`src/rtl/core/rmed7_pkg.sv`:
```
// rmed7_pkg: shared types and constants of the running median filter
// used by the front, queue and back modules; no dependencies
`timescale 1ns / 1ps

package rmed7_pkg;

    // depth of the operation queue between front and back
    localparam int QUEUE_DEPTH = 4;

    // one window operation handed from front to back
    typedef struct packed {
        logic fill;   // load every window entry with the value
        logic emit;   // window median is a result
        logic last;   // final result of the buffer
    } rmed7_op_t;

endpackage

```
`src/rtl/core/rmed7_front.sv`:
```
// rmed7_front: accepts samples, tracks buffer position, expands each sample
// into window operations, with the flush sequence after end of buffer
// depends on rmed7_pkg
`timescale 1ns / 1ps

module rmed7_front #(
    parameter int HALF_WINDOW = 3,
    parameter int SAMPLE_BITS = 24
) (
    input  logic                          aclk,
    input  logic                          aresetn,
    input  logic                          s_valid,
    output logic                          s_ready,
    input  logic signed [SAMPLE_BITS-1:0] s_sample,
    input  logic                          s_end_of_buffer,
    output logic                          push,
    output logic signed [SAMPLE_BITS-1:0] push_value,
    output rmed7_pkg::rmed7_op_t          push_op,
    input  logic                          q_full
);
    import rmed7_pkg::*;

    localparam int SW = $clog2(HALF_WINDOW + 1);

    logic [SW-1:0]                  seen_reg, seen_next;
    logic [SW-1:0]                  before_reg, before_next;
    logic [SW-1:0]                  step_reg, step_next;
    logic                           flush_reg, flush_next;
    logic signed [SAMPLE_BITS-1:0]  hold_reg, hold_next;
    logic                           take;
    logic                           flush_push;
    logic [SW:0]                    pos_sum;

    assign s_ready    = !flush_reg && !q_full;
    assign take       = s_valid && s_ready;
    assign flush_push = flush_reg && !q_full;
    assign pos_sum    = {1'b0, before_reg} + {1'b0, step_reg};

    always_comb begin
        seen_next   = seen_reg;
        before_next = before_reg;
        step_next   = step_reg;
        flush_next  = flush_reg;
        hold_next   = hold_reg;
        push        = 1'b0;
        push_value  = s_sample;
        push_op     = '{fill: 1'b0, emit: 1'b0, last: 1'b0};
        if (take) begin
            push         = 1'b1;
            push_op.fill = (seen_reg == '0);
            push_op.emit = (seen_reg >= SW'(HALF_WINDOW));
            if (seen_reg < SW'(HALF_WINDOW)) begin
                seen_next = seen_reg + SW'(1);
            end
            if (s_end_of_buffer) begin
                seen_next   = '0;
                flush_next  = 1'b1;
                step_next   = SW'(1);
                before_next = seen_reg;
                hold_next   = s_sample;
            end
        end else if (flush_push) begin
            push         = 1'b1;
            push_value   = hold_reg;
            push_op.emit = (pos_sum >= (SW + 1)'(HALF_WINDOW));
            push_op.last = (step_reg == SW'(HALF_WINDOW));
            if (step_reg == SW'(HALF_WINDOW)) begin
                flush_next = 1'b0;
            end else begin
                step_next = step_reg + SW'(1);
            end
        end
    end

    always_ff @(posedge aclk) begin
        if (!aresetn) begin
            seen_reg  <= '0;
            flush_reg <= 1'b0;
        end else begin
            seen_reg  <= seen_next;
            flush_reg <= flush_next;
        end
        before_reg <= before_next;
        step_reg   <= step_next;
        hold_reg   <= hold_next;
    end

endmodule

```
`src/rtl/core/rmed7_queue.sv`:
```
// rmed7_queue: short register queue of window operations between front and back
// depends on rmed7_pkg
`timescale 1ns / 1ps

module rmed7_queue #(
    parameter int SAMPLE_BITS = 24
) (
    input  logic                          aclk,
    input  logic                          aresetn,
    input  logic                          push,
    input  logic signed [SAMPLE_BITS-1:0] push_value,
    input  rmed7_pkg::rmed7_op_t          push_op,
    output logic                          q_full,
    output logic                          q_valid,
    output logic signed [SAMPLE_BITS-1:0] q_value,
    output rmed7_pkg::rmed7_op_t          q_op,
    input  logic                          pop
);
    import rmed7_pkg::*;

    localparam int PW = $clog2(QUEUE_DEPTH);
    localparam int CW = $clog2(QUEUE_DEPTH + 1);

    logic signed [SAMPLE_BITS-1:0] val_reg [QUEUE_DEPTH];
    rmed7_op_t                     op_reg  [QUEUE_DEPTH];
    logic [PW-1:0]                 wr_reg, wr_next;
    logic [PW-1:0]                 rd_reg, rd_next;
    logic [CW-1:0]                 cnt_reg, cnt_next;

    assign q_full  = (cnt_reg == CW'(QUEUE_DEPTH));
    assign q_valid = (cnt_reg != '0);
    assign q_value = val_reg[rd_reg];
    assign q_op    = op_reg[rd_reg];

    always_comb begin
        wr_next  = wr_reg;
        rd_next  = rd_reg;
        cnt_next = cnt_reg;
        if (push) begin
            wr_next = (wr_reg == PW'(QUEUE_DEPTH - 1)) ? '0 : wr_reg + PW'(1);
        end
        if (pop) begin
            rd_next = (rd_reg == PW'(QUEUE_DEPTH - 1)) ? '0 : rd_reg + PW'(1);
        end
        if (push && !pop) begin
            cnt_next = cnt_reg + CW'(1);
        end else if (pop && !push) begin
            cnt_next = cnt_reg - CW'(1);
        end
    end

    always_ff @(posedge aclk) begin
        if (!aresetn) begin
            wr_reg  <= '0;
            rd_reg  <= '0;
            cnt_reg <= '0;
        end else begin
            wr_reg  <= wr_next;
            rd_reg  <= rd_next;
            cnt_reg <= cnt_next;
        end
        if (push) begin
            val_reg[wr_reg] <= push_value;
            op_reg[wr_reg]  <= push_op;
        end
    end

endmodule

```
`src/rtl/core/rmed7_back.sv`:
```
// rmed7_back: applies window operations and sorts each emitted window in a
// pipelined odd-even transposition network; last stage is the output register
// depends on rmed7_pkg
`timescale 1ns / 1ps

module rmed7_back #(
    parameter int HALF_WINDOW = 3,
    parameter int SAMPLE_BITS = 24
) (
    input  logic                          aclk,
    input  logic                          aresetn,
    input  logic                          q_valid,
    input  logic signed [SAMPLE_BITS-1:0] q_value,
    input  rmed7_pkg::rmed7_op_t          q_op,
    output logic                          pop,
    output logic                          m_valid,
    input  logic                          m_ready,
    output logic signed [SAMPLE_BITS-1:0] m_filtered,
    output logic                          m_last_of_buffer
);
    import rmed7_pkg::*;

    localparam int N = 2 * HALF_WINDOW + 1;

    logic signed [SAMPLE_BITS-1:0] win_reg [N];
    logic signed [SAMPLE_BITS-1:0] win_next [N];
    logic signed [SAMPLE_BITS-1:0] stg_reg [N+1][N];
    logic signed [SAMPLE_BITS-1:0] srt [1:N][N];
    logic                          vld_reg [N+1];
    logic                          lst_reg [N+1];
    logic                          adv;

    assign adv              = !vld_reg[N] || m_ready;
    assign pop              = q_valid && adv;
    assign m_valid          = vld_reg[N];
    assign m_filtered       = stg_reg[N][HALF_WINDOW];
    assign m_last_of_buffer = lst_reg[N];

    // fill or shift the window
    always_comb begin
        for (int i = 0; i < N; i++) begin
            if (q_op.fill || i == N - 1) begin
                win_next[i] = q_value;
            end else begin
                win_next[i] = win_reg[i + 1];
            end
        end
    end

    // one compare-exchange round per stage
    always_comb begin
        for (int s = 1; s <= N; s++) begin
            srt[s] = stg_reg[s - 1];
            for (int i = (s - 1) % 2; i + 1 < N; i += 2) begin
                if (stg_reg[s - 1][i] > stg_reg[s - 1][i + 1]) begin
                    srt[s][i]     = stg_reg[s - 1][i + 1];
                    srt[s][i + 1] = stg_reg[s - 1][i];
                end
            end
        end
    end

    always_ff @(posedge aclk) begin
        if (!aresetn) begin
            for (int s = 0; s <= N; s++) begin
                vld_reg[s] <= 1'b0;
            end
        end else if (adv) begin
            vld_reg[0] <= pop && q_op.emit;
            for (int s = 1; s <= N; s++) begin
                vld_reg[s] <= vld_reg[s - 1];
            end
        end
        if (adv) begin
            stg_reg[0] <= win_next;
            lst_reg[0] <= q_op.last;
            for (int s = 1; s <= N; s++) begin
                stg_reg[s] <= srt[s];
                lst_reg[s] <= lst_reg[s - 1];
            end
        end
        if (pop) begin
            win_reg <= win_next;
        end
    end

endmodule

```
`src/rtl/core/running_median_of_seven.sv`:
```
// running_median_of_seven: 1-D running median, window 2*HALF_WINDOW+1
// result path: queue entry, window stage, then the sorting stages ending in the output register
// throughput: one sample per cycle while the queue is not full; after an end-of-buffer sample
// the input is held off while the front issues the flush operations
// reset: synchronous active-low aresetn empties queue and pipeline and starts a new buffer
// depends on rmed7_pkg, rmed7_front, rmed7_queue, rmed7_back
`timescale 1ns / 1ps

module running_median_of_seven #(
    parameter int HALF_WINDOW = 3,
    parameter int SAMPLE_BITS = 24
) (
    input  logic                          aclk,
    input  logic                          aresetn,
    input  logic                          s_valid,
    output logic                          s_ready,
    input  logic signed [SAMPLE_BITS-1:0] s_sample,
    input  logic                          s_end_of_buffer,
    output logic                          m_valid,
    input  logic                          m_ready,
    output logic signed [SAMPLE_BITS-1:0] m_filtered,
    output logic                          m_last_of_buffer
);
    import rmed7_pkg::*;

    logic                          push;
    logic signed [SAMPLE_BITS-1:0] push_value;
    rmed7_op_t                     push_op;
    logic                          q_full;
    logic                          q_valid;
    logic signed [SAMPLE_BITS-1:0] q_value;
    rmed7_op_t                     q_op;
    logic                          pop;

    rmed7_front #(
        .HALF_WINDOW (HALF_WINDOW),
        .SAMPLE_BITS (SAMPLE_BITS)
    ) u_front (
        .aclk            (aclk),
        .aresetn         (aresetn),
        .s_valid         (s_valid),
        .s_ready         (s_ready),
        .s_sample        (s_sample),
        .s_end_of_buffer (s_end_of_buffer),
        .push            (push),
        .push_value      (push_value),
        .push_op         (push_op),
        .q_full          (q_full)
    );

    rmed7_queue #(
        .SAMPLE_BITS (SAMPLE_BITS)
    ) u_queue (
        .aclk       (aclk),
        .aresetn    (aresetn),
        .push       (push),
        .push_value (push_value),
        .push_op    (push_op),
        .q_full     (q_full),
        .q_valid    (q_valid),
        .q_value    (q_value),
        .q_op       (q_op),
        .pop        (pop)
    );

    rmed7_back #(
        .HALF_WINDOW (HALF_WINDOW),
        .SAMPLE_BITS (SAMPLE_BITS)
    ) u_back (
        .aclk             (aclk),
        .aresetn          (aresetn),
        .q_valid          (q_valid),
        .q_value          (q_value),
        .q_op             (q_op),
        .pop              (pop),
        .m_valid          (m_valid),
        .m_ready          (m_ready),
        .m_filtered       (m_filtered),
        .m_last_of_buffer (m_last_of_buffer)
    );

endmodule

```
`config.mk`:
```
export PLATFORM = sky130hd
export DESIGN_NAME = running_median_of_seven
export DESIGN_NICKNAME = d
export VERILOG_FILES = /design/src/rtl/core/rmed7_pkg.sv /design/src/rtl/core/rmed7_front.sv /design/src/rtl/core/rmed7_queue.sv /design/src/rtl/core/rmed7_back.sv /design/src/rtl/core/running_median_of_seven.sv
export SDC_FILE = /design/constraint.sdc
export NUM_CORES = 2
export LEC_CHECK = 0
export BUFFER_PORTS_ARGS = -buffer_cell sky130_fd_sc_hd__buf_2
export CAP_MARGIN = 10
export CORE_UTILIZATION = 35
export CTS_CLUSTER_DIAMETER = 80
export DETAILED_ROUTE_END_ITERATION = 8
export PLACE_DENSITY = 0.55
export RECOVER_POWER = 25
export SYNTH_ARGS = -nofsm -noshare
export SYNTH_HDL_FRONTEND = slang
export SYNTH_HIERARCHICAL = 1
export SYNTH_SLANG_ARGS = --single-unit
```
`constraint.sdc`:
```
create_clock -name aclk -period 46.4 [get_ports aclk]
set_input_delay 9.28 -clock aclk [delete_from_list [all_inputs] [get_ports aclk]]
set_output_delay 9.28 -clock aclk [all_outputs]
set_load 0.05 [all_outputs]
```
Word-level counts from Yosys, hierarchy flattened
Memory sizes are Yosys's and may differ from the RTL's. A register that Yosys moved wholly into a read port is not among the register bits.
Cells that the tools add are included.
- bitwise gates (word level): 8
- $add $sub $neg: 7
- order comparisons: 24
- mux-type cells: 68
- equal/unequal tests: 6
- reduce and logical (&&, ||, !) cells: 23
- operators with widths (operator ; number):
    48-bit 2-to-1 mux ; 21
    24-bit > comparator ; 21
    24-bit 2-to-1 mux ; 8
    2-bit 2-to-1 mux ; 13
    1-bit 2-to-1 mux ; 24
    2-bit by 1-bit adder with 2-bit output (second input constant) ; 4
    1-bit OR ; 8
    2-bit nonzero test ; 4
    1-bit logical AND ; 7
    2-bit equality test (second input constant) ; 3
    3-bit 2-to-1 mux ; 2
    3-bit AND reduction ; 2
    1-bit zero test ; 5
    2-bit AND reduction ; 2
    2-bit by 2-bit adder with 3-bit output ; 1
    3-bit by 1-bit adder with 3-bit output (second input constant) ; 1
    3-bit equality test (second input constant) ; 1
    3-bit by 2-bit >= comparator with 1-bit output (second input constant) ; 1
    3-bit nonzero test ; 1
    3-bit by 1-bit subtractor with 3-bit output (second input constant) ; 1
    2-bit >= comparator (second input constant) ; 1
    2-bit zero test ; 1
    2-bit < comparator (second input constant) ; 1
    2-bit by 1-bit != test with 1-bit output (second input constant) ; 1
    2 further kinds ; 2
- logic and storage cells: 155
- flip-flop bits (word level): 182
- memories kept: 5
- memory bits (writable): 1468
- input bits: 29
- memories (memory ; words ; bits a word ; rd ports ; clocked after memory_dff ; write ports ; line ; RTL):
    u_back.stg_reg ; 8 ; 168 ; 8 ; 0 ; 8 ; rmed7_back.sv:27 ; logic signed [SAMPLE_BITS-1:0] stg_reg [N+1][N];
    u_queue.val_reg ; 4 ; 24 ; 1 ; 1 ; 1 ; rmed7_queue.sv:24 ; logic signed [SAMPLE_BITS-1:0] val_reg [QUEUE_DEPTH];
    u_queue.op_reg ; 4 ; 3 ; 1 ; 1 ; 1 ; rmed7_queue.sv:25 ; rmed7_op_t op_reg [QUEUE_DEPTH];
    u_back.lst_reg ; 8 ; 1 ; 8 ; 0 ; 8 ; rmed7_back.sv:30 ; logic lst_reg [N+1];
    u_back.vld_reg ; 8 ; 1 ; 8 ; 0 ; 8 ; rmed7_back.sv:29 ; logic vld_reg [N+1];

Longest topological paths before layout
- word-level depth: 9
- depth in mapped cells: 12

By module
The synthesis kept the hierarchy.
- by module, submodules not included (module ; instances ; area an instance (µm²) ; sequential area each (µm²) ; cells an instance):
    rmed7_back ; 1 ; 56429.1 ; 34352.9 ; 4023
    rmed7_queue ; 1 ; 4403.0 ; 3423.3 ; 185
    rmed7_front ; 1 ; 1425.1 ; 900.9 ; 96

Worst setup path before layout
Ideal clock, no wire load.
- kind: input -> register
- from: input m_ready
- to: register u_queue.cnt_reg[2]
- path slack: 6917 ps
- stages on the path: 9
- required time: 46324 ps
- data arrival time: 39407 ps
- buffers on the path: 0
- library setup time: 76 ps
- cells stage by stage: nand2b_1 and2_1 inv_1 ha_1 inv_1 fa_1 xor2_1 or3_1 a21boi_0
- longest elaborated chain between the ends: 5
- elaborated cells between the ends (all ways): 7
- classes of those cells: mux: 1; reduce/logical: 6
- RTL lines (item ; line ; RTL):
    start, declared ; running_median_of_seven.sv:20 ; input logic m_ready,
    1-bit logical OR * ; rmed7_back.sv:33 ; assign adv = !vld_reg[N] || m_ready;
    1-bit logical AND * ; rmed7_back.sv:34 ; assign pop = q_valid && adv;
    via pop ; running_median_of_seven.sv:33 ; logic pop;
    1-bit zero test ; rmed7_queue.sv:45 ; if (push && !pop) begin
    1-bit logical AND ; rmed7_queue.sv:45 ;
    3-bit 2-to-1 mux or 2-bit nonzero test (tied branches) ; n/a ;
    end signal, assigned ; rmed7_queue.sv:60 ; cnt_reg <= cnt_next;
    end, declared ; rmed7_queue.sv:28 ; logic [CW-1:0] cnt_reg, cnt_next;
The timed path passes the listed nets; every way through them passes the cells marked *.
A chain may end at the register's enable or synchronous reset.

==> impl_metrics.tcl <==
set metrics [dict create \
    finalCritPeriodShare 0.2818 \
    wire_per_inst_um 21.47 \
    dpl.cell_count 6589 \
    r2r_cells 5 \
    pin_count 56 \
    path_depth 6 \
    grtUsageTotal 0.1628 \
    worstPathCellList "buf_2, nand2b_4, buf_4, buf_4, buf_12, buf_4" \
    core_area_um2 176500 \
    holdCritPathClass "reg2reg" \
    synth_nets 4777 \
    numCtsBuffers 139 \
    cts_tree "built" \
    synth_cells 4304 \
    rsz0062_at_grt "no" \
    fmax_mhz 76.47 \
    overflow 0 \
    synthArstFlopShare 0 \
    seq_area_frac_synth 0.6212 \
    synth-edff-count 1280 \
    cp_top_family "buffers and inverters" \
    drt_iter0_drc 2558 \
    finalHoldViolations 0 \
    drive_gt1_frac 0.1904 \
    num_vias 34150 \
    portBuffers 55 \
    num_rows 154 \
    cts_hold_buf 0 \
    holdPathStages 0 \
    die_y_um 423.8 \
    avgViaCountPerCell 4.991 \
    yosysWarnings 6 \
    largest_reg_flops 984 \
    cts_buffer_depth 3 \
    crit_buf_inv 5 \
    crit_path_max_incr_delay_ns 0.93 \
    post-cts-setup-buffers 0 \
    ys_types 73 \
    die_w_um 423.8 \
    dieArea_um2 179600 \
    cts_root_buf "clkbuf_16" \
    crit_arrival_ns 13.47 \
    grt_pass1_vias 33850 \
    tightest_slew_ns 4.541 \
    synth.avg_cell_area_um2 14.46 \
    start_util 0.3527 \
    ant_nets 0 \
    cts_num_sinks 1292 \
    drc 8 \
    cts_max_level 4 \
    crit_type "in2reg" \
    finalSetupViolCount 0 \
    grt_first_pass_wirelength_mm 218.2 \
    timing.final.crit_period_ns 13.08 \
    status "complete, but fails checks" \
    cp_max_fo 188 \
    path_clk_slew_ns 0.06 \
    netlist_area_um2 62260 \
    grt_max_degree 189 \
    drtPass1Iterations 8 \
    synth_flop_cell "edfxtp_1" \
    area_growth_pct 11.52 \
    slew_viol_final 422 \
    totalWireLength_mm 146.9 \
    place_hpwl_mm 108.8 \
    startpoint_type "input port" \
    antenna_found_initial 0 \
    max_slew_margin -2.027 \
    cp.required_ns 46.79 \
    clk_latency_ns 0.79 \
    failed_checks "design-rule violations, max-capacitance violations, max-slew violations" \
    finClkSkew_ns 0.04321 \
    cpMaxStageDelayCell "buf_4" \
    place.gp.congestion 0.8719 \
    cts-resized-gates 0 \
    cap_violations 9 \
    setup_tns_ns 0 \
    nNetsFinal 4865 \
    fin_cells 6842 \
    crit_path_end_kind "register" \
    cpMostUsedCell "buf_4" \
    synth_seq_cells 1292 \
]
==> worst paths after layout <==
| check | from | end | slack, ns |
|---|---|---|---|
| worst min register to register | u_back/stg_reg[0][652] | u_back/stg_reg[1][148] | 0.40 |
| worst min-delay path | u_back/stg_reg[0][652] | u_back/stg_reg[1][148] | 0.40 |
| worst max register to register | register | u_back/win_reg[63] | 37.74 |
| worst max-delay path | m_ready | u_back/stg_reg[1][309] | 33.32 |
==> cells by family (layout without fill, tap and decap cells) <==
| logic type | after synthesis | in the layout | synth area share |
|---|---|---|---|
| other | 0 | 1 | 0 |
| adders and majority gates | 444 | 444 | 0.08947 |
| DFF | 1292 | 1292 | 0.6212 |
| buffers and inverters | 751 | 948 | 0.04958 |
| AOI/OAI and AO/OA | 738 | 738 | 0.07153 |
| muxes | 716 | 716 | 0.1372 |
| xor gates and xnor gates | 2 | 2 | 0.0002814 |
| and+or+nand+nor | 361 | 361 | 0.03069 |
==> area by class of cell <==
type / count / area [µm²]
flip-flops and latches: 1292 / 38680
fillers: 16430 / 107100
well taps: 2340 / 2928
clock buffers: 170 / 3595
repair buffers: 95 / 555.5
inverters: 603 / 2263
clock inverters: 80 / 842.1
multi-input cells: 2261 / 20560
diodes: 1 / 2.502
==> stage by stage <==
step	hold slack (ns)	utilization	cell area [µm²]	setup WS, ns
final	0.4026	0.3934	69430	33.32
after global routing	0.4158	0.3933	69420	33.01
after CTS	0.4091	0.3940	69540	33.43
after detailed placement	0.4045	0.3689	65100	32.57
after global placement	0.4026	0.3689	65100	32.60
after floorplan	0.4003	-	62260	6.917
==> layout by cell type (no fill, tap or decap), drive strengths merged, types with 5 or more instances in the layout <==
cell	Yosys	layout
mux2i	11	11
clkinv	0	57
mux4	27	27
a31oi	6	6
a21o	55	55
or4	7	7
o31ai	7	7
nor2b	29	29
nor3	18	18
nor4	12	12
edfxtp	1280	1280
and2	12	12
nor2	32	32
and3	10	10
ha	442	442
a21boi	5	5
clkbuf	52	184
dfxtp	12	12
o21a	17	17
or2	6	6
a22oi	126	126
a211oi	9	9
o211ai	16	16
bufinv	0	9
nand2	101	101
a21oi	181	181
mux2	678	678
nand3	23	23
o21ai	277	277
buf	96	81
inv	603	613
nand4	97	97
==> layer usage <==
| layer | share of wire | global-route usage | wire length [µm] | up-vias |
|---|---|---|---|---|
| met1 | 0.47 | 0.2236 | 69160 | 16970 |
| li1 | - | - | - | 16350 |
| met4 | 0.027 | 0.05535 | 3946 | 0 |
| met3 | 0.032 | 0.01946 | 4716 | 200 |
| met5 | 0 | 0 | 0 | - |
| met2 | 0.47 | 0.2660 | 69110 | 630 |
==> cell usage after synthesis, types with 4 or more instances <==
| cell type | count | share of area |
|---|---|---|
| edfxtp_1 | 1280 | 0.62 |
| mux2_2 | 628 | 0.11 |
| inv_1 | 603 | 0.036 |
| ha_1 | 442 | 0.089 |
| o21ai_0 | 274 | 0.022 |
| a21oi_1 | 180 | 0.014 |
| a22oi_1 | 126 | 0.015 |
| nand2_1 | 101 | 0.0061 |
| nand4_1 | 97 | 0.0097 |
| a21o_1 | 55 | 0.0066 |
| buf_2 | 53 | 0.0043 |
| clkbuf_1 | 52 | 0.0031 |
| mux2_4 | 40 | 0.0096 |
| buf_4 | 33 | 0.0040 |
| nor2_1 | 32 | 0.0019 |
| nor2b_1 | 29 | 0.0029 |
| nand3_1 | 23 | 0.0018 |
| mux4_2 | 20 | 0.0072 |
| nor3_1 | 17 | 0.0014 |
| o21a_1 | 17 | 0.0020 |
| o211ai_1 | 16 | 0.0019 |
| dfxtp_1 | 12 | 0.0039 |
| nor4_1 | 12 | 0.0012 |
| and2_1 | 10 | 0.0010 |
| and3_1 | 10 | 0.0010 |
| mux2_1 | 10 | 0.0018 |
| mux2i_1 | 10 | 0.0016 |
| a211oi_1 | 8 | 0.00096 |
| mux4_1 | 7 | 0.0030 |
| o31ai_1 | 7 | 0.00084 |
| or4_1 | 7 | 0.00084 |
| buf_6 | 6 | 0.0011 |
| or2_2 | 6 | 0.00060 |
| a21boi_0 | 5 | 0.00060 |
| a31oi_1 | 5 | 0.00050 |
| a2111oi_0 | 4 | 0.00056 |
| a221o_1 | 4 | 0.00064 |
| and4_1 | 4 | 0.00056 |
| o21bai_1 | 4 | 0.00048 |
Power is left out: the tool's default activity adds up to more than one toggle a clock period on the data nets, which glitch-free logic cannot reach.
